`config.mk`:
```
export PLATFORM = sky130hd
export DESIGN_NAME = config_key_value_response_parser
export DESIGN_NICKNAME = d
export VERILOG_FILES = /design/src/rtl/ckvrp_pkg.sv /design/src/rtl/config_key_value_response_parser.sv /design/src/rtl/ckvrp_front.sv /design/src/rtl/ckvrp_queue.sv /design/src/rtl/ckvrp_back.sv
export SDC_FILE = /design/constraint.sdc
export NUM_CORES = 1
export LEC_CHECK = 0
export BUFFER_PORTS_ARGS = -buffer_cell sky130_fd_sc_hd__buf_2
export CORE_ASPECT_RATIO = 0.6
export CORE_MARGIN = 3
export CORE_UTILIZATION = 59
export DETAILED_ROUTE_END_ITERATION = 6
export PLACE_DENSITY = 0.81
export SETUP_SLACK_MARGIN = 0.15
export SYNTH_ARGS = -nofsm -noshare
export SYNTH_HDL_FRONTEND = slang
export SYNTH_SLANG_ARGS = --single-unit
```
`constraint.sdc`:
```
create_clock -name aclk -period 6.9 [get_ports aclk]
set_input_delay 1.38 -clock aclk [delete_from_list [all_inputs] [get_ports aclk]]
set_output_delay 1.38 -clock aclk [all_outputs]
set_load 0.05 [all_outputs]
```
`src/rtl/ckvrp_pkg.sv`:
```
package ckvrp_pkg;

    localparam int S_TDATA_W = 8;
    localparam int KEY_W     = 32;
    localparam int VAL_W     = 32;
    localparam int SIZE_W    = 4;
    localparam int M_USED_W  = KEY_W + VAL_W + SIZE_W;
    localparam int M_TDATA_W = ((M_USED_W + 7) / 8) * 8;
    localparam int M_PAD_W   = M_TDATA_W - M_USED_W;
    localparam int M_TUSER_W = 2;

    // One result request, as it travels from the parser to the output stage.
    typedef struct packed {
        logic              pair_valid;
        logic [KEY_W-1:0]  key_id;
        logic [VAL_W-1:0]  key_value;
        logic [SIZE_W-1:0] value_bytes;
        logic              frame_done;
        logic              frame_ok;
    } ckvrp_result_t;

endpackage

```
`src/rtl/config_key_value_response_parser.sv`:
```
// Configuration read response parser.
// Input stream (s_*): one payload byte per request, s_tlast on the final
// byte. The first four bytes of a payload are header and are skipped; then
// key/value pairs follow: a little-endian 32-bit key, then a little-endian
// value of 1, 2, 4 or 8 bytes chosen by the key's top nibble (only the low
// 32 bits of a value are kept).
// Output stream (m_*): one request per complete pair and one on the final
// byte (both in one request when a pair ends on the final byte). m_tlast
// marks frame done; m_tuser[1] says the frame held a full header.
// Throughput: one byte per cycle while s_tready is high; the parser state
// updates on every accepted byte. A result is written to the queue at the
// edge that accepts the byte that causes it, and is then loaded from the
// queue into the output register, which drives m_tvalid.
// Reset: parser returns to the header phase; queue and output are empty.
// Stall: while m_tready is low the output register holds its request and
// the queue of QUEUE_DEPTH entries fills; s_tready drops only when it is full.
module config_key_value_response_parser #(
    parameter int QUEUE_DEPTH = 2
) (
    input  logic                                 aclk,
    input  logic                                 aresetn,
    // s_tdata: [7:0] data_byte
    input  logic [ckvrp_pkg::S_TDATA_W-1:0]      s_tdata,
    input  logic                                 s_tlast,
    input  logic                                 s_tvalid,
    output logic                                 s_tready,
    // m_tdata: [31:0] key_id, [63:32] key_value, [67:64] value_bytes, rest zero
    output logic [ckvrp_pkg::M_TDATA_W-1:0]      m_tdata,
    // m_tuser: [0] pair_valid, [1] frame_ok
    output logic [ckvrp_pkg::M_TUSER_W-1:0]      m_tuser,
    output logic                                 m_tlast,
    output logic                                 m_tvalid,
    input  logic                                 m_tready
);

    logic                     s_accept;
    logic                     push_valid, push_ready;
    ckvrp_pkg::ckvrp_result_t push_data;
    logic                     pop_valid, pop_ready;
    ckvrp_pkg::ckvrp_result_t pop_data;
    ckvrp_pkg::ckvrp_result_t out_data;

    // Take a byte only when the queue has room for whatever it may produce.
    assign s_tready = push_ready;
    assign s_accept = s_tvalid && push_ready;

    // Front: track header / key / value phase and form result requests.
    ckvrp_front u_front (
        .aclk       (aclk),
        .aresetn    (aresetn),
        .in_accept  (s_accept),
        .data_byte  (s_tdata),
        .last_byte  (s_tlast),
        .push_valid (push_valid),
        .push_data  (push_data)
    );

    // Queue between parser and output so each side can stall on its own.
    ckvrp_queue #(
        .DEPTH (QUEUE_DEPTH)
    ) u_queue (
        .aclk       (aclk),
        .aresetn    (aresetn),
        .push_valid (push_valid),
        .push_ready (push_ready),
        .push_data  (push_data),
        .pop_valid  (pop_valid),
        .pop_ready  (pop_ready),
        .pop_data   (pop_data)
    );

    // Back: registered output stage driving the master stream.
    ckvrp_back u_back (
        .aclk      (aclk),
        .aresetn   (aresetn),
        .pop_valid (pop_valid),
        .pop_ready (pop_ready),
        .pop_data  (pop_data),
        .out_valid (m_tvalid),
        .out_ready (m_tready),
        .out_data  (out_data)
    );

    // Pack the result fields onto the stream ports.
    assign m_tdata = {{ckvrp_pkg::M_PAD_W{1'b0}}, out_data.value_bytes,
                      out_data.key_value, out_data.key_id};
    assign m_tuser = {out_data.frame_ok, out_data.pair_valid};
    assign m_tlast = out_data.frame_done;

endmodule

```
`src/rtl/ckvrp_front.sv`:
```
module ckvrp_front (
    input  logic                             aclk,
    input  logic                             aresetn,
    input  logic                             in_accept,
    input  logic [7:0]                       data_byte,
    input  logic                             last_byte,
    output logic                             push_valid,
    output ckvrp_pkg::ckvrp_result_t         push_data
);

    localparam logic [1:0] PH_HEADER = 2'd0;
    localparam logic [1:0] PH_KEY    = 2'd1;
    localparam logic [1:0] PH_VALUE  = 2'd2;
    localparam logic [3:0] HDR_BYTES = 4'd4;
    localparam logic [3:0] KEY_BYTES = 4'd4;

    function automatic logic [3:0] size_of_key(input logic [31:0] key);
        logic [3:0] sz;
        case (key[31:28])
            4'd3:    sz = 4'd2;
            4'd4:    sz = 4'd4;
            4'd5:    sz = 4'd8;
            default: sz = 4'd1;
        endcase
        return sz;
    endfunction

    logic [1:0]  phase_reg, phase_next;
    logic [3:0]  count_reg, count_next;
    logic [31:0] key_reg, key_next;
    logic [31:0] accum_reg, accum_next;
    logic [3:0]  size_reg, size_next;

    logic [3:0]  count_inc;
    logic [4:0]  shift_amt;
    logic [31:0] byte_shifted;
    logic        ok;
    logic        pair;

    assign count_inc    = count_reg + 4'd1;
    assign shift_amt    = {count_reg[1:0], 3'b000};
    assign byte_shifted = 32'(data_byte) << shift_amt;

    always_comb begin
        phase_next = phase_reg;
        count_next = count_inc;
        key_next   = key_reg;
        accum_next = accum_reg;
        size_next  = size_reg;
        ok         = 1'b0;
        pair       = 1'b0;

        case (phase_reg)
            PH_KEY: begin
                ok = 1'b1;
                if (count_reg < KEY_BYTES) begin
                    key_next = key_reg | byte_shifted;
                end
                if (count_inc >= KEY_BYTES) begin
                    size_next  = size_of_key(key_next);
                    accum_next = '0;
                    phase_next = PH_VALUE;
                    count_next = '0;
                end
            end
            PH_VALUE: begin
                ok = 1'b1;
                // bytes past the fourth are consumed but dropped
                if (count_reg < 4'd4) begin
                    accum_next = accum_reg | byte_shifted;
                end
                pair = count_inc >= size_reg;
            end
            default: begin
                ok = count_inc >= HDR_BYTES;
                if (ok) begin
                    phase_next = PH_KEY;
                    key_next   = '0;
                    count_next = '0;
                end else begin
                    phase_next = PH_HEADER;
                end
            end
        endcase

        push_data.pair_valid  = pair;
        push_data.key_id      = pair ? key_reg : '0;
        push_data.key_value   = pair ? accum_next : '0;
        push_data.value_bytes = pair ? size_reg : '0;
        push_data.frame_done  = last_byte;
        push_data.frame_ok    = last_byte && ok;

        if (pair) begin
            phase_next = PH_KEY;
            count_next = '0;
            key_next   = '0;
            accum_next = '0;
        end
        if (last_byte) begin
            phase_next = PH_HEADER;
            count_next = '0;
            key_next   = '0;
            accum_next = '0;
            size_next  = 4'd1;
        end
    end

    assign push_valid = in_accept && (pair || last_byte);

    always_ff @(posedge aclk) begin
        if (!aresetn) begin
            phase_reg <= PH_HEADER;
            count_reg <= '0;
            key_reg   <= '0;
            accum_reg <= '0;
            size_reg  <= 4'd1;
        end else if (in_accept) begin
            phase_reg <= phase_next;
            count_reg <= count_next;
            key_reg   <= key_next;
            accum_reg <= accum_next;
            size_reg  <= size_next;
        end
    end

endmodule

```
`src/rtl/ckvrp_queue.sv`:
```
module ckvrp_queue #(
    parameter int DEPTH = 2
) (
    input  logic                             aclk,
    input  logic                             aresetn,
    input  logic                             push_valid,
    output logic                             push_ready,
    input  ckvrp_pkg::ckvrp_result_t         push_data,
    output logic                             pop_valid,
    input  logic                             pop_ready,
    output ckvrp_pkg::ckvrp_result_t         pop_data
);

    localparam int PTR_W = (DEPTH > 1) ? $clog2(DEPTH) : 1;
    localparam int CNT_W = $clog2(DEPTH + 1);
    localparam logic [PTR_W-1:0] LAST_PTR = PTR_W'(DEPTH - 1);
    localparam logic [CNT_W-1:0] FULL_CNT = CNT_W'(DEPTH);

    ckvrp_pkg::ckvrp_result_t mem_reg [DEPTH];
    logic [PTR_W-1:0] wr_ptr_reg, rd_ptr_reg;
    logic [CNT_W-1:0] count_reg;
    logic             do_push, do_pop;

    assign push_ready = count_reg != FULL_CNT;
    assign pop_valid  = count_reg != '0;
    assign pop_data   = mem_reg[rd_ptr_reg];
    assign do_push    = push_valid && push_ready;
    assign do_pop     = pop_valid && pop_ready;

    always_ff @(posedge aclk) begin
        if (do_push) begin
            mem_reg[wr_ptr_reg] <= push_data;
        end
    end

    always_ff @(posedge aclk) begin
        if (!aresetn) begin
            wr_ptr_reg <= '0;
            rd_ptr_reg <= '0;
            count_reg  <= '0;
        end else begin
            if (do_push) begin
                wr_ptr_reg <= (wr_ptr_reg == LAST_PTR) ? '0 : wr_ptr_reg + PTR_W'(1);
            end
            if (do_pop) begin
                rd_ptr_reg <= (rd_ptr_reg == LAST_PTR) ? '0 : rd_ptr_reg + PTR_W'(1);
            end
            case ({do_push, do_pop})
                2'b10:   count_reg <= count_reg + CNT_W'(1);
                2'b01:   count_reg <= count_reg - CNT_W'(1);
                default: count_reg <= count_reg;
            endcase
        end
    end

endmodule

```
`src/rtl/ckvrp_back.sv`:
```
module ckvrp_back (
    input  logic                             aclk,
    input  logic                             aresetn,
    input  logic                             pop_valid,
    output logic                             pop_ready,
    input  ckvrp_pkg::ckvrp_result_t         pop_data,
    output logic                             out_valid,
    input  logic                             out_ready,
    output ckvrp_pkg::ckvrp_result_t         out_data
);

    logic                     valid_reg;
    ckvrp_pkg::ckvrp_result_t data_reg;

    // refill whenever the output slot is empty or being drained
    assign pop_ready = !valid_reg || out_ready;
    assign out_valid = valid_reg;
    assign out_data  = data_reg;

    always_ff @(posedge aclk) begin
        if (!aresetn) begin
            valid_reg <= 1'b0;
        end else if (pop_ready) begin
            valid_reg <= pop_valid;
        end
    end

    always_ff @(posedge aclk) begin
        if (pop_ready && pop_valid) begin
            data_reg <= pop_data;
        end
    end

endmodule

```
==> summary by stage, run 1 <==
Final layout
Of the cells placed in the final design, the portion with a size suffix greater than 1 is 0.2711. 0 antenna diodes ended up in the layout. Compared with the post-synthesis result, the final layout area differs by 13.49%. The flip-flop count of the largest register after layout is 142. Once layout is complete, the utilization of the core stands at 0.6895. In the final design database the tool counted about 830 nets.

Routing
After detailed routing, the total wire length is 22.18 mm. Summing over every cut layer, the via total after detailed routing is approximately 6400. The number of search-and-repair iterations in the first detailed-routing pass is 5. The total length of routed met3 wires is roughly 1.5 mm. For this run, design rule violations remaining after detail routing come to 0. After detailed routing, no signal wire sits above met4.

Dividing the detail-routed wire length by the instance count gives between 20 and 25 um. After the first detailed-routing iteration, the DRC count stood at between 600 and 700. After detailed routing, the number of vias per cell comes to between 5 and 6. In the detailed route, the total length drawn on met2 is 9.394 mm.

The residual antenna-violating net count after detailed routing is 0. After detailed routing, the wire length on met1 is between 10 and 15 mm.

Timing
The setup TNS after final layout is 0 ns. Setup violations remaining at the end of the flow were counted as 0. Setup repair after global routing left no endpoint under its margin. The largest clock skew in the final design is ~0.013 ns.

In the finished design, the share of the clock period the worst path needs comes to 0.6434. The final-report max-slew violation count is 0. The clock period minus worst slack is 4.439 ns. The maximum achievable frequency is 0.2253 GHz. The headroom to the max-slew limit is 0.1051. At the pin with the least slew margin, the transition time is approximately 1.3 ns.

The count of final hold-check violations is 0.

Placed design
Routability-driven placement finished with a final weighted congestion of about 0.9. During placement, the flow inserted port buffers numbering 85. Summed over all nets, the half-perimeter wirelength after detailed placement is ~14 mm.

Clock network
Clock-pin slew was measured on the worst setup and hold paths at around 0.070 ns. The count of hold-fix buffers inserted at cts is 0. The post-cts sizing count is 0. The clock sink total is 292. The clock passes through at most 3 buffers. The maximum level of the CTS H-tree is 1. Buffers inserted during clock tree synthesis total 26. The buffer type at the clock tree root is clkbuf_16.

The number of buffers added for setup after CTS is 0. The clock reaches the later pin of the worst-skew pair after 0.52 ns. TritonCTS built the clock tree.

Logic synthesis
The number of instances in the synthesized netlist is roughly 730. Of the synthesized area, sequential elements account for 0.7192. Synthesis instantiated 58 different standard cells from the library. The synthesized netlist occupies a cell area of about 11000 um2.

During synthesis, Yosys emitted a total of 0 warnings. For this run, asynchronously set or reset flops after synthesis account for 0. The most instantiated flip-flop cell in the synthesis netlist is edfxtp_1. The share of the synthesized area in the top cell type is 0.5766.

The average size of a mapped cell is approximately 15 um2. The biggest area contributor in the post-synthesis netlist is edfxtp_1. Yosys mapped a number of flops with a built-in enable equal to 213. Synthesis inferred ~290 register bits.

Ranked by total cell area, the synthesized netlist is headed by edfxtp_1 (58%), dfxtp_1 (14%), mux2_2 (7.2%), a22o_1 (4.1%), nor2_1 (2.2%).

GRT
The number of antenna violations at the first check in global routing is 0. In the global route stage, overall resource usage came out at 0.2171. The via count of the first global-routing pass is approximately 6400. The total grt overflow is 0.

The wire length of the first global-routing pass is between 30 and 40 mm. Entering global routing, the biggest net connects 73 pins.

Floorplanning
The die is about 180 um wide. The die covers roughly 21000 um2. The initialized floorplan defines 38 standard-cell rows. In this run the standard cell core region covers between 15000 and 20000 um2. The starting density of the core is 0.6075. For this design the top-level I/O count stands at 90. The height of the die is 112.2 um.

Pwr
Summed over all cells, the static leakage comes to roughly 4.5 nW. The worst voltage drop across the vdd grid is 0.0004469 V. In this run the power density over the cells is 403.4 nW/um2.

Worst setup path
The worst-path maximum fanout is 37. The startpoint identified for the worst register-to-register timing path is u_front.count_reg[0]. The data required time of the worst path is about 7.1 ns. The worst setup path category is flop to flop. The worst-case register-to-register setup slack is ~2.5 ns. The endpoint kind of the worst setup timing path is a flop. The depth of the worst register-to-register path is 12. The worst register-to-register path ends at u_queue.mem_reg[0][67]. The worst setup path is launched from a flop. The endpoint arrival time on the critical path is about 4.6 ns.

Min path
The startpoint identified for the worst hold timing path is u_front.key_reg[4]. The worst hold path terminates at u_front.key_reg[4]. The count of cells along the worst hold path is 1.

The worst hold-check path type is flop to flop.

Job
Across the run, the number of max-cap violations was 0.

Outcome
The flow ran to the end, and the final reports show no timing, DRC or antenna violations.
-- layer usage --
layer	vias up	global-route usage
met1	3160	0.3473
met3	28	0.03595
li1	2936	-
met2	263	0.3160
met4	0	0.04919
met5	-	0
-- worst max-delay path by stage --
| stage | start | endpoint | slack (ns) | depth (start not counted) |
|---|---|---|---|---|
| floorplan | m_tready | u_queue.count_reg[1] | 1.22 | 5 |
| global placement | u_front.count_reg[0] | u_queue.mem_reg[0][66] | 2.75 | 12 |
| detailed placement | u_front.count_reg[0] | u_queue.mem_reg[0][69] | 2.54 | 12 |
| CTS | u_front.count_reg[0] | u_queue.mem_reg[0][61] | 2.49 | 12 |
| global route | u_front.count_reg[0] | u_queue.mem_reg[0][58] | 2.11 | 12 |
| finish | u_front.count_reg[0] | u_queue.mem_reg[0][67] | 2.46 | 12 |
-- power breakdown --
group / internal [mW] / leakage [nW] / switching, mW
Sequential: 2.22 / 2.68 / 0.0701
Combinational: 0.288 / 1.41 / 1.03
Clock: 0.863 / 0.434 / 0.609
Total: 3.37 / 4.52 / 1.71
-- worst max-delay path: stages, from the launching register on --
cell and delay [ns]:
dfxtp_1 0.50, and2_1 0.33, nand2_1 0.16, xnor2_1 0.16
ha_1 0.30, o211ai_1 0.10, o21ai_2 0.11, buf_4 0.32
nand2_1 0.13, clkinv_1 0.22, o21ai_1 0.26, nor2_4 0.87
buf_4 0.55
-- logic make-up after synthesis --
| group | synth area share |
|---|---|
| other | 0.0003381 |
| AND/OR/NAND/NOR | 0.07727 |
| flip-flops | 0.7192 |
| AO/OA/AOI/OAI | 0.09171 |
| adder cells (fa/ha/maj) | 0.01015 |
| buffers and inverters | 0.02358 |
| multiplexers | 0.07298 |
| XOR/XNOR | 0.004738 |
-- cells in the mapped netlist (3+ instances only) --
master	number
a41oi_1	9
inv_1	7
a21oi_1	42
dfxtp_1	79
clkbuf_1	32
nor3b_1	3
nand2_1	16
nor2_1	65
a31oi_1	3
and2_1	5
buf_4	6
nor4_1	5
xnor2_1	4
a22o_1	52
o21ai_0	4
ha_1	9
nor2b_1	7
mux2_2	71
a22oi_1	3
buf_2	8
nor3_1	4
and3_1	33
or3_1	3
edfxtp_1	213
o21a_1	4
-- cell usage in the layout (no fill, tap or decap), types with 5 or more instances in the layout --
cell type	netlist	layout
a21oi_1	42	42
nor2b_1	7	7
and2_1	5	5
buf_2	8	85
nor2_1	65	62
nor4_1	5	5
dfxtp_1	79	78
a22o_1	52	52
buf_4	6	9
nand2_1	16	16
mux2_2	71	71
clkbuf_16	0	28
and3_1	33	33
edfxtp_1	213	213
ha_1	9	9
inv_1	7	7
a41oi_1	9	9
clkbuf_1	32	8
-- stage by stage --
step | hold WS [ns] | worst slack [ns] | instance area, um2 | cells | total power [mW]
global route | 0.4858 | 2.110 | 12590 | 1070 | 5.275
CTS | 0.4751 | 2.487 | 12590 | 1070 | 5.123
finish | 0.4712 | 2.461 | 12590 | 1070 | 5.078
global placement | 0.4515 | 2.747 | 11700 | 1022 | 3.616
detailed placement | 0.4558 | 2.543 | 11700 | 1022 | 3.648
floorplan | 0.4319 | 1.219 | 11100 | 736 | 3.372
-- final cells by class --
type	count	area, um2
sequential	292	7979
inverter	9	33.78
timing repair buffer	94	493.0
clock buffer	40	785.8
multi-input combinational	387	2893
tap	240	300.3
fill	1235	5669
clock inverter	8	103.9
Note: power is estimated with default switching activity, not from simulation.
==> run 2, diff against run 1 <==
--- a/config.mk
+++ b/config.mk
@@ -8,9 +8,9 @@
 export BUFFER_PORTS_ARGS = -buffer_cell sky130_fd_sc_hd__buf_2
 export CORE_ASPECT_RATIO = 0.6
 export CORE_MARGIN = 3
-export CORE_UTILIZATION = 59
+export CORE_UTILIZATION = 53
 export DETAILED_ROUTE_END_ITERATION = 6
-export PLACE_DENSITY = 0.81
+export PLACE_DENSITY = 0.77
 export SETUP_SLACK_MARGIN = 0.15
 export SYNTH_ARGS = -nofsm -noshare
 export SYNTH_HDL_FRONTEND = slang
==> constraint.sdc (replaced) <==
create_clock -name aclk -period 4.05 [get_ports aclk]
set_input_delay 0.81 -clock aclk [delete_from_list [all_inputs] [get_ports aclk]]
set_output_delay 0.81 -clock aclk [all_outputs]
set_load 0.05 [all_outputs]
==> run 2 against run 1 <==
  * Count of clock-buffer cells in the layout fell by 10
  * Sequential share of layout area down 0.67 points
  * Die area rose by 11%
  * Global-route usage down 2.5 points
  * First-iteration DRC count down 5.5%
  * Utilization is 6.2 points lower
  * Clock skew shrank 0.00084 ns
  * Final area grew 1.1%
  * Wire length shrank 2.2%
  * Critical path depth grew 1
  * Hold slack better by 0.0046 ns
  * Sequential power grew 71%
  * Largest power group unchanged
==> summary by stage, run 2 (synthesized netlist as in run 1, its figures left out) <==
Outcome
Result of the run: completed (unchanged).

Worst setup path
The worst flop-to-flop path endpoint is u_queue.count_reg[1] (was u_queue.mem_reg[0][67]). The endpoint kind of the worst setup timing path was a flop (unchanged). The highest cell delay on the worst timing path is 0.51 ns (was 0.87 ns). The endpoint arrival time on the critical path is 4.06 ns (was 4.60 ns). The critical path launch point is u_front.count_reg[0] (unchanged). The cell with the largest stage delay on the worst path is dfxtp_1 (was nor2_4).

The worst-case register-to-register setup slack is 0.44 ns (was 2.46 ns). The depth of the worst register-to-register path came to 13 (was 12). The data required time of the worst path is 4.51 ns (was 7.06 ns).

The worst setup path category is flop to flop (unchanged). The family of cells with the greatest summed delay on the critical path is simple AND/OR/NAND/NOR gates (unchanged). The element type at the critical path start was a flop (unchanged). The critical path buffer and inverter count is 2 (was 3).

Critical-path cell list: and2_1, nand2_1, xnor2_1, ha_1, a21oi_1, o21ai_2, nand2_1, clkinv_1, buf_4, o21ai_1, ha_1, or3_1, a21oi_1 (was and2_1, nand2_1, xnor2_1, ha_1, o211ai_1, o21ai_2, buf_4, nand2_1, clkinv_1, o21ai_1, nor2_4, buf_4). The critical register-to-register path startpoint is u_front.count_reg[0] (unchanged). The worst-path maximum fanout was 11 (was 37).

Floorplanning
The horizontal die dimension came to 192.8 um (was 183.0 um). The height of the die was 118.1 um (was 112.2 um). The I/O pin count is 90 (unchanged). The number of rows created at floorplan is 40 (was 38). The area of the die was 22760 um2 (was 20530 um2). The starting density of the core was 0.5472 (was 0.6075). The core box area was 20270 um2 (was 18260 um2).

Final layout
The most common library cell in the layout ignoring fill and taps is edfxtp_1 (unchanged). The number of filler instances in the final layout was 1502 (was 1235). The footprint of the flip-flops and latches is 7979 um2 (unchanged). The number of inserted diodes was 0 (unchanged). The footprint of the multi-input gates is 2893 um2 (unchanged). The synthesis-to-finish area growth is 14.70% (was 13.49%). The flip-flop count of the largest register after layout is 142 (unchanged). The post-route core utilization was 0.6277 (was 0.6895). The share of cells above drive strength 1 came to 0.2823 (was 0.2711). Most used cells in the layout excluding fill and tap cells: edfxtp_1 (213), buf_2 (85), dfxtp_1 (78), mux2_2 (71), nor2_1 (62) (unchanged). The number of nets in the layout is 838 (was 832).

Timing
The part of the cycle the worst path needs is 0.8903 (was 0.6434). The largest clock skew in the final design is 0.01226 ns (was 0.01310 ns). RSZ-0062 raised after global routing: false (unchanged). The headroom to the max-slew limit was 0.3086 (was 0.1051). The count of final hold-check violations is 0 (unchanged). The final number of setup-violating endpoints is 0 (unchanged).

The maximum achievable frequency is 0.2773 GHz (was 0.2253 GHz). The final-report max-slew violation count is 0 (unchanged). The slew at the pin with the worst max-slew slack is 1.037 ns (was 1.342 ns). The clock period minus worst slack is 3.606 ns (was 4.439 ns).

Routing
The number of search-and-repair iterations in the first detailed-routing pass was 5 (unchanged). The residual antenna-violating net count after detailed routing is 0 (unchanged). The wire length per cell is 19.56 um (was 20.72 um). The number of vias after detailed routing is 6336 (was 6387).

The DRC marker count from the first detailed-route iteration is 571 (was 604). The via density per instance is 5.713 (was 5.969). The number of remaining DRC errors came to 0 (unchanged). The routed wire length is 21.69 mm (was 22.18 mm).

Clock network
The maximum level of the CTS H-tree is 1 (unchanged). The number of buffers added for setup after CTS is 0 (unchanged). The count of hold-fix buffers inserted at cts came to 0 (unchanged). The post-CTS clock slew at the launch and capture registers of the worst setup and hold paths came to 0.07 ns (about the same).

The clock tree from TritonCTS is done (unchanged). The post-cts sizing count came to 0 (unchanged). The maximum clock insertion buffer count was 3 (unchanged).

The buffer type at the clock tree root is clkbuf_16 (unchanged). The clock sink total is 292 (unchanged). The number of buffers created by CTS is 26 (unchanged). The insertion delay to the later sink of the worst-skew pair was 0.53 ns (was 0.52 ns).

Pwr
The overall power after layout came to 8.785 mW (was 5.078 mW). The worst voltage drop across the vdd grid is 0.0005309 V (was 0.0004469 V). The switching part of the total power was 0.3379 (was 0.3371). The portion of total power attributed to combinational logic is 0.256 (was 0.260). The portion of total power attributed to the clock network is 0.299 (was 0.290). The static leakage is 4.560 nW (was 4.519 nW).

The internal cell power is 5.817 mW (was 3.366 mW). The power share of the sequential group was 0.445 (was 0.450). The cell area power density is 690.5 nW/um2 (was 403.4 nW/um2). The net switching power was 2.968 mW (was 1.712 mW).

Job
The number of max-cap violations is 0 (unchanged).

Min path
The count of cells along the worst hold path was 1 (unchanged). The worst hold path endpoint is u_front.key_reg[12] (was u_front.key_reg[4]). The startpoint of the worst hold path is u_front.key_reg[12] (was u_front.key_reg[4]). The worst hold-check path type is flop to flop (unchanged).

GRT
The largest net degree at the start of global routing is 73 (unchanged). The number of antenna violations at the first check in global routing is 0 (unchanged). The wire length of the first global-routing pass is 34.41 mm (was 35.23 mm). The via count of the first global-routing pass came to 6052 (was 6351). The total grt overflow came to 0 (unchanged). The total track usage was 0.1924 (was 0.2171).

Placed design
The detailed-placement wirelength estimate is 12.99 mm (was 13.65 mm). The count of buffers from port buffering came to 85 (unchanged). The final RePlAce weighted congestion was 0.8749 (was 0.8850).
run 2: layout make-up:
type,count,area share
Sequential cell,292,0.6272
Clock inverter,18,0.01977
Multi-Input combinational cell,387,0.2274
Tap cell,273,0.02685
Timing Repair Buffer,100,0.04229
Inverter,9,0.002655
Clock buffer,30,0.05389
run 2: how the worst max path moves through the flow:
stage | endpoint | slack [ns] | cells after the start
5_1_grt | u_queue.count_reg[1] | 0.16 | 13
3_3_place_gp | u_queue.count_reg[1] | 0.65 | 13
3_5_place_dp | u_queue.count_reg[1] | 0.52 | 13
2_1_floorplan | u_queue.mem_reg[1][0] | -0.32 | 12
4_1_cts | u_queue.count_reg[1] | 0.45 | 13
6_report | u_queue.count_reg[1] | 0.44 | 13
run 2: per-stage QoR:
step / setup TNS, ns / hold slack, ns / worst slack (ns) / instance area [um2] / instances
floorplan: -45.19 / 0.4319 / -0.3182 / 11110 / 736
detailed placement: 0 / 0.4567 / 0.5175 / 11790 / 1061
finish: 0 / 0.4757 / 0.4442 / 12720 / 1109
CTS: 0 / 0.4753 / 0.4483 / 12720 / 1109
global placement: 0 / 0.4489 / 0.6520 / 11790 / 1061
global route: 0 / 0.4795 / 0.1601 / 12720 / 1109
run 2: power groups by stage:
stage / sequential (mW) / combinational [mW] / clock [mW]
floorplan: 5.11 / 0.621 / 0
global route: 3.96 / 2.37 / 2.80
finish: 3.91 / 2.25 / 2.62
detailed placement: 3.97 / 2.26 / 0
CTS: 3.92 / 2.27 / 2.67
global placement: 3.97 / 2.26 / 0
run 2: layer usage:
metal	vias up	routed length (um)	track usage
met1	3133	10770	0.3172
met2	214	8923	0.2575
li1	2953	-	-
met3	36	1509	0.04048
met4	0	489	0.04593
met5	-	0	0
==> run 3, diff against run 2 <==
--- a/config.mk
+++ b/config.mk
@@ -5,12 +5,14 @@
 export SDC_FILE = /design/constraint.sdc
 export NUM_CORES = 1
 export LEC_CHECK = 0
+export ABC_AREA = 1
 export BUFFER_PORTS_ARGS = -buffer_cell sky130_fd_sc_hd__buf_2
+export CAP_MARGIN = 0
 export CORE_ASPECT_RATIO = 0.6
 export CORE_MARGIN = 3
-export CORE_UTILIZATION = 53
+export CORE_UTILIZATION = 54
 export DETAILED_ROUTE_END_ITERATION = 6
-export PLACE_DENSITY = 0.77
+export PLACE_DENSITY = 0.78
 export SETUP_SLACK_MARGIN = 0.15
 export SYNTH_ARGS = -nofsm -noshare
 export SYNTH_HDL_FRONTEND = slang
==> run 3 against run 2 <==
  * Fmax up 15%
  * Synthesized cell count grew 70%
  * Wire length up 17%
  * Critical path depth up 3
  * Critical path type unchanged
  * Critical endpoint is now u_front.key_reg[14]
  * Largest cell class unchanged
  * Highest routed layer unchanged
==> summary by stage, run 3 <==
Floorplanning
The number of rows created at floorplan is 41 (was 40). The horizontal die dimension came to 198.8 um (was 192.8 um). The height of the die is 121.7 um (was 118.1 um). The I/O pin count came to 90 (unchanged). The core box area was 21440 um2 (was 20270 um2). The starting density of the core came to 0.5614 (was 0.5472).

The area of the die came to 24180 um2 (was 22760 um2).

Logic synthesis
The share of the synthesized area in the top cell type is 0.5313 (was 0.5766). The average size of a mapped cell is 9.678 um2 (was 15.13 um2). The number of enable-type register cells in the synthesized netlist is 213 (unchanged). Cell types occupying the most area after synthesis: edfxtp_1 (53%), dfxtp_1 (13%), nand2_1 (12%), nor2_1 (6.5%), nand3_1 (3.1%) (was edfxtp_1 (58%), dfxtp_1 (14%), mux2_2 (7.2%), a22o_1 (4.1%), nor2_1 (2.2%)).

The share of synthesized registers carrying an async set or reset is 0 (unchanged). The sequential cell area fraction in the yosys report is 0.6626 (was 0.7192). The number of distinct library cell variants in the gate-level netlist after synthesis was 30 (was 58). The biggest area consumer among synthesized cells is edfxtp_1 (unchanged). The number of flip-flops and latches in the synthesized netlist came to 292 (unchanged). Most used standard cells in the synthesized netlist: nand2_1 (396), edfxtp_1 (213), nor2_1 (207) (was edfxtp_1 (213), dfxtp_1 (79), mux2_2 (71)). The number of instances in the synthesized netlist is 1244 (was 733).

The most common cell in the netlist is nand2_1 (was edfxtp_1). The most instantiated flip-flop cell in the synthesis netlist is edfxtp_1 (unchanged). The mapped cell area was 12040 um2 (was 11090 um2).

The count of synthesis-stage warnings from yosys was 0 (unchanged).

Timing
RSZ-0062 raised after global routing: false (unchanged). The final number of setup-violating endpoints is 0 (unchanged). The final-report max-slew violation count is 0 (unchanged).

The largest clock skew in the final design is 0.01591 ns (was 0.01226 ns). The headroom to the max-slew limit came to 0.3535 (was 0.3086). The maximum achievable frequency is 0.3201 GHz (was 0.2773 GHz). The part of the cycle the worst path needs is 0.7713 (was 0.8903). The slew at the pin with the worst max-slew slack was 0.9698 ns (was 1.037 ns).

The clock period minus worst slack is 3.124 ns (was 3.606 ns). The count of final hold-check violations is 0 (unchanged). The setup TNS after final layout is 0 ns (unchanged).

Worst setup path
The family of cells with the greatest summed delay on the critical path is simple AND/OR/NAND/NOR gates (unchanged). The critical path launch point is u_front.count_reg[0] (unchanged). The critical path buffer and inverter count is 3 (was 2). Critical-path cell list: ha_1, nand2_1, nand2_1, inv_1, ha_1, nand2_1, inv_1, nand2_1, nand3_1, nand2_4, buf_4, nand2_1, nand3_4, nand2_1, nand2_1, nor2_1 (was and2_1, nand2_1, xnor2_1, ha_1, a21oi_1, o21ai_2, nand2_1, clkinv_1, buf_4, o21ai_1, ha_1, or3_1, a21oi_1). The endpoint kind of the worst setup timing path is a flop (unchanged). The worst setup path category is flop to flop (unchanged). The data required time of the worst path is 4.46 ns (was 4.51 ns). The endpoint arrival time on the critical path was 3.54 ns (was 4.06 ns). The element type at the critical path start is a flop (unchanged). The cell with the largest stage delay on the worst path is buf_4 (was dfxtp_1). The worst-path maximum fanout is 44 (was 11). The critical register-to-register path startpoint was u_front.count_reg[0] (unchanged). The highest cell delay on the worst timing path is 0.42 ns (was 0.51 ns). The cell repeated most along the worst path is nand2_1.

Clock network
The maximum clock insertion buffer count came to 3 (unchanged). The clock tree from TritonCTS is done (unchanged). The post-CTS clock slew at the launch and capture registers of the worst setup and hold paths was 0.07 ns (about the same). The count of hold-fix buffers inserted at cts is 0 (unchanged). The number of buffers added for setup after CTS is 0 (unchanged). The insertion delay to the later sink of the worst-skew pair is 0.53 ns (about the same). The clock sink total is 292 (unchanged). The post-cts sizing count is 0 (unchanged). The buffer type at the clock tree root is clkbuf_16 (unchanged).

The number of buffers created by CTS was 26 (unchanged). The maximum level of the CTS H-tree is 1 (unchanged).

Placed design
The final RePlAce weighted congestion is 0.8977 (was 0.8749). The post-detailed-placement cell area came to 12700 um2 (was 11790 um2). The count of buffers from port buffering is 85 (unchanged). The detailed-placement wirelength estimate came to 16.79 mm (was 12.99 mm).

Final layout
The number of nets in the layout is 1340 (was 838). The share of cells above drive strength 1 is 0.1263 (was 0.2823). Most used cells in the layout excluding fill and tap cells: nand2_1 (396), edfxtp_1 (213), nor2_1 (205), inv_1 (92), buf_2 (85) (was edfxtp_1 (213), buf_2 (85), dfxtp_1 (78), mux2_2 (71), nor2_1 (62)). The footprint of the flip-flops and latches is 7979 um2 (unchanged). The number of filler instances in the final layout is 1696 (was 1502). The flip-flop count of the largest register after layout is 142 (unchanged). The post-layout instance area is 13650 um2 (was 12720 um2). The post-route core utilization came to 0.6367 (was 0.6277). The most common library cell in the layout ignoring fill and taps is nand2_1 (was edfxtp_1).

The footprint of the multi-input gates was 3447 um2 (was 2893 um2). The synthesis-to-finish area growth is 13.40% (was 14.70%).

Routing
The wire length per cell is 15.64 um (was 19.56 um). The residual antenna-violating net count after detailed routing was 0 (unchanged). The number of search-and-repair iterations in the first detailed-routing pass is 6 (was 5).

The number of remaining DRC errors is 0 (unchanged). The via density per instance came to 5.235 (was 5.713). The DRC marker count from the first detailed-route iteration is 936 (was 571). The routed wire length is 25.30 mm (was 21.69 mm). The number of vias after detailed routing came to 8470 (was 6336).

Min path
The startpoint of the worst hold path is u_front.accum_reg[30] (was u_front.key_reg[12]). The worst hold-check path type is flop to flop (unchanged).

GRT
The total track usage was 0.2133 (was 0.1924). The via count of the first global-routing pass came to 7966 (was 6052). The number of antenna violations at the first check in global routing is 1 (was 0). The largest net degree at the start of global routing is 75 (was 73). The total grt overflow is 0 (unchanged). The wire length of the first global-routing pass was 41.26 mm (was 34.41 mm).

Pwr
The static leakage is 5.614 nW (was 4.560 nW). The cell area power density came to 742.0 nW/um2 (was 690.5 nW/um2). The worst voltage drop across the vdd grid is 0.0008591 V (was 0.0005309 V).

Job
The number of max-cap violations is 0 (unchanged).

Outcome
Result of the run: completed (unchanged).
## run 3: cell count changes after synthesis, sizes merged, moves of 16 or more
| cell | before | now |
|---|---|---|
| and3 | 33 | 0 |
| inv | 7 | 94 |
| a22o | 52 | 0 |
| nand2 | 16 | 399 |
| buf | 16 | 32 |
| mux2 | 71 | 0 |
| nand3 | 3 | 76 |
| o21ai | 8 | 24 |
| nor2 | 65 | 211 |
## run 3: layout make-up
type,count,area share
diodes,1,0.0001833
clock inverters,15,0.01696
clock buffers,33,0.05261
flip-flops and latches,292,0.5845
multi-input cells,799,0.2525
repair buffers,104,0.04161
well taps,279,0.02557
inverters,95,0.02612
## run 3: final timing paths
path | endpoint | slack [ns] | cells past startpoint
setup / recovery | u_front.key_reg[14] | 0.93 | 16
hold / removal | u_front.accum_reg[30] | 0.46 | 2
setup reg to reg | u_front.key_reg[14] | 0.93 | 16
hold reg to reg | u_front.accum_reg[30] | 0.46 | 2
## run 3: routing by layer
layer	wire length, um	track usage	vias up
li1	-	-	4170
met1	11540	0.3208	3954
met2	11390	0.3293	314
met3	1980	0.03980	32
met4	396	0.04211	0
met5	0	0	-
## run 3: worst register-to-register path: stages, from the launching register on
cell	delay (ns)
dfxtp_1	0.41
ha_1	0.20
nand2_1	0.06
nand2_1	0.14
inv_1	0.08
ha_1	0.29
nand2_1	0.06
inv_1	0.04
nand2_1	0.06
nand3_1	0.11
nand2_4	0.27
buf_4	0.43
nand2_1	0.17
nand3_4	0.41
nand2_1	0.14
nand2_1	0.09
nor2_1	0.05
## run 3: stage by stage
stage | hold WS [ns] | power (mW) | std cells | setup WS (ns)
final | 0.4591 | 10.13 | 1618 | 0.9263
after global routing | 0.4826 | 10.67 | 1618 | 0.6175
after CTS | 0.4617 | 10.21 | 1617 | 0.9695
after detailed placement | 0.4512 | 7.516 | 1569 | 1.017
after global placement | 0.4458 | 7.461 | 1569 | 1.127
after floorplan | 0.4395 | 6.762 | 1247 | 0.07465
## run 3: cell families after synthesis
group | after synthesis | share of synthesized area
compound gates | 90 | 0.04199
other cells | 1 | 0.0003115
fa+ha+maj | 9 | 0.009354
flops | 292 | 0.6626
buf+inv | 156 | 0.05456
simple gates | 696 | 0.2311
## run 3: power breakdown
part / total, mW / internal [mW] / switching [mW] / leakage [nW]
logic: 3.23 / 0.622 / 2.61 / 2.49
registers: 4.19 / 4.01 / 0.187 / 2.66
clock network: 2.70 / 1.64 / 1.06 / 0.460
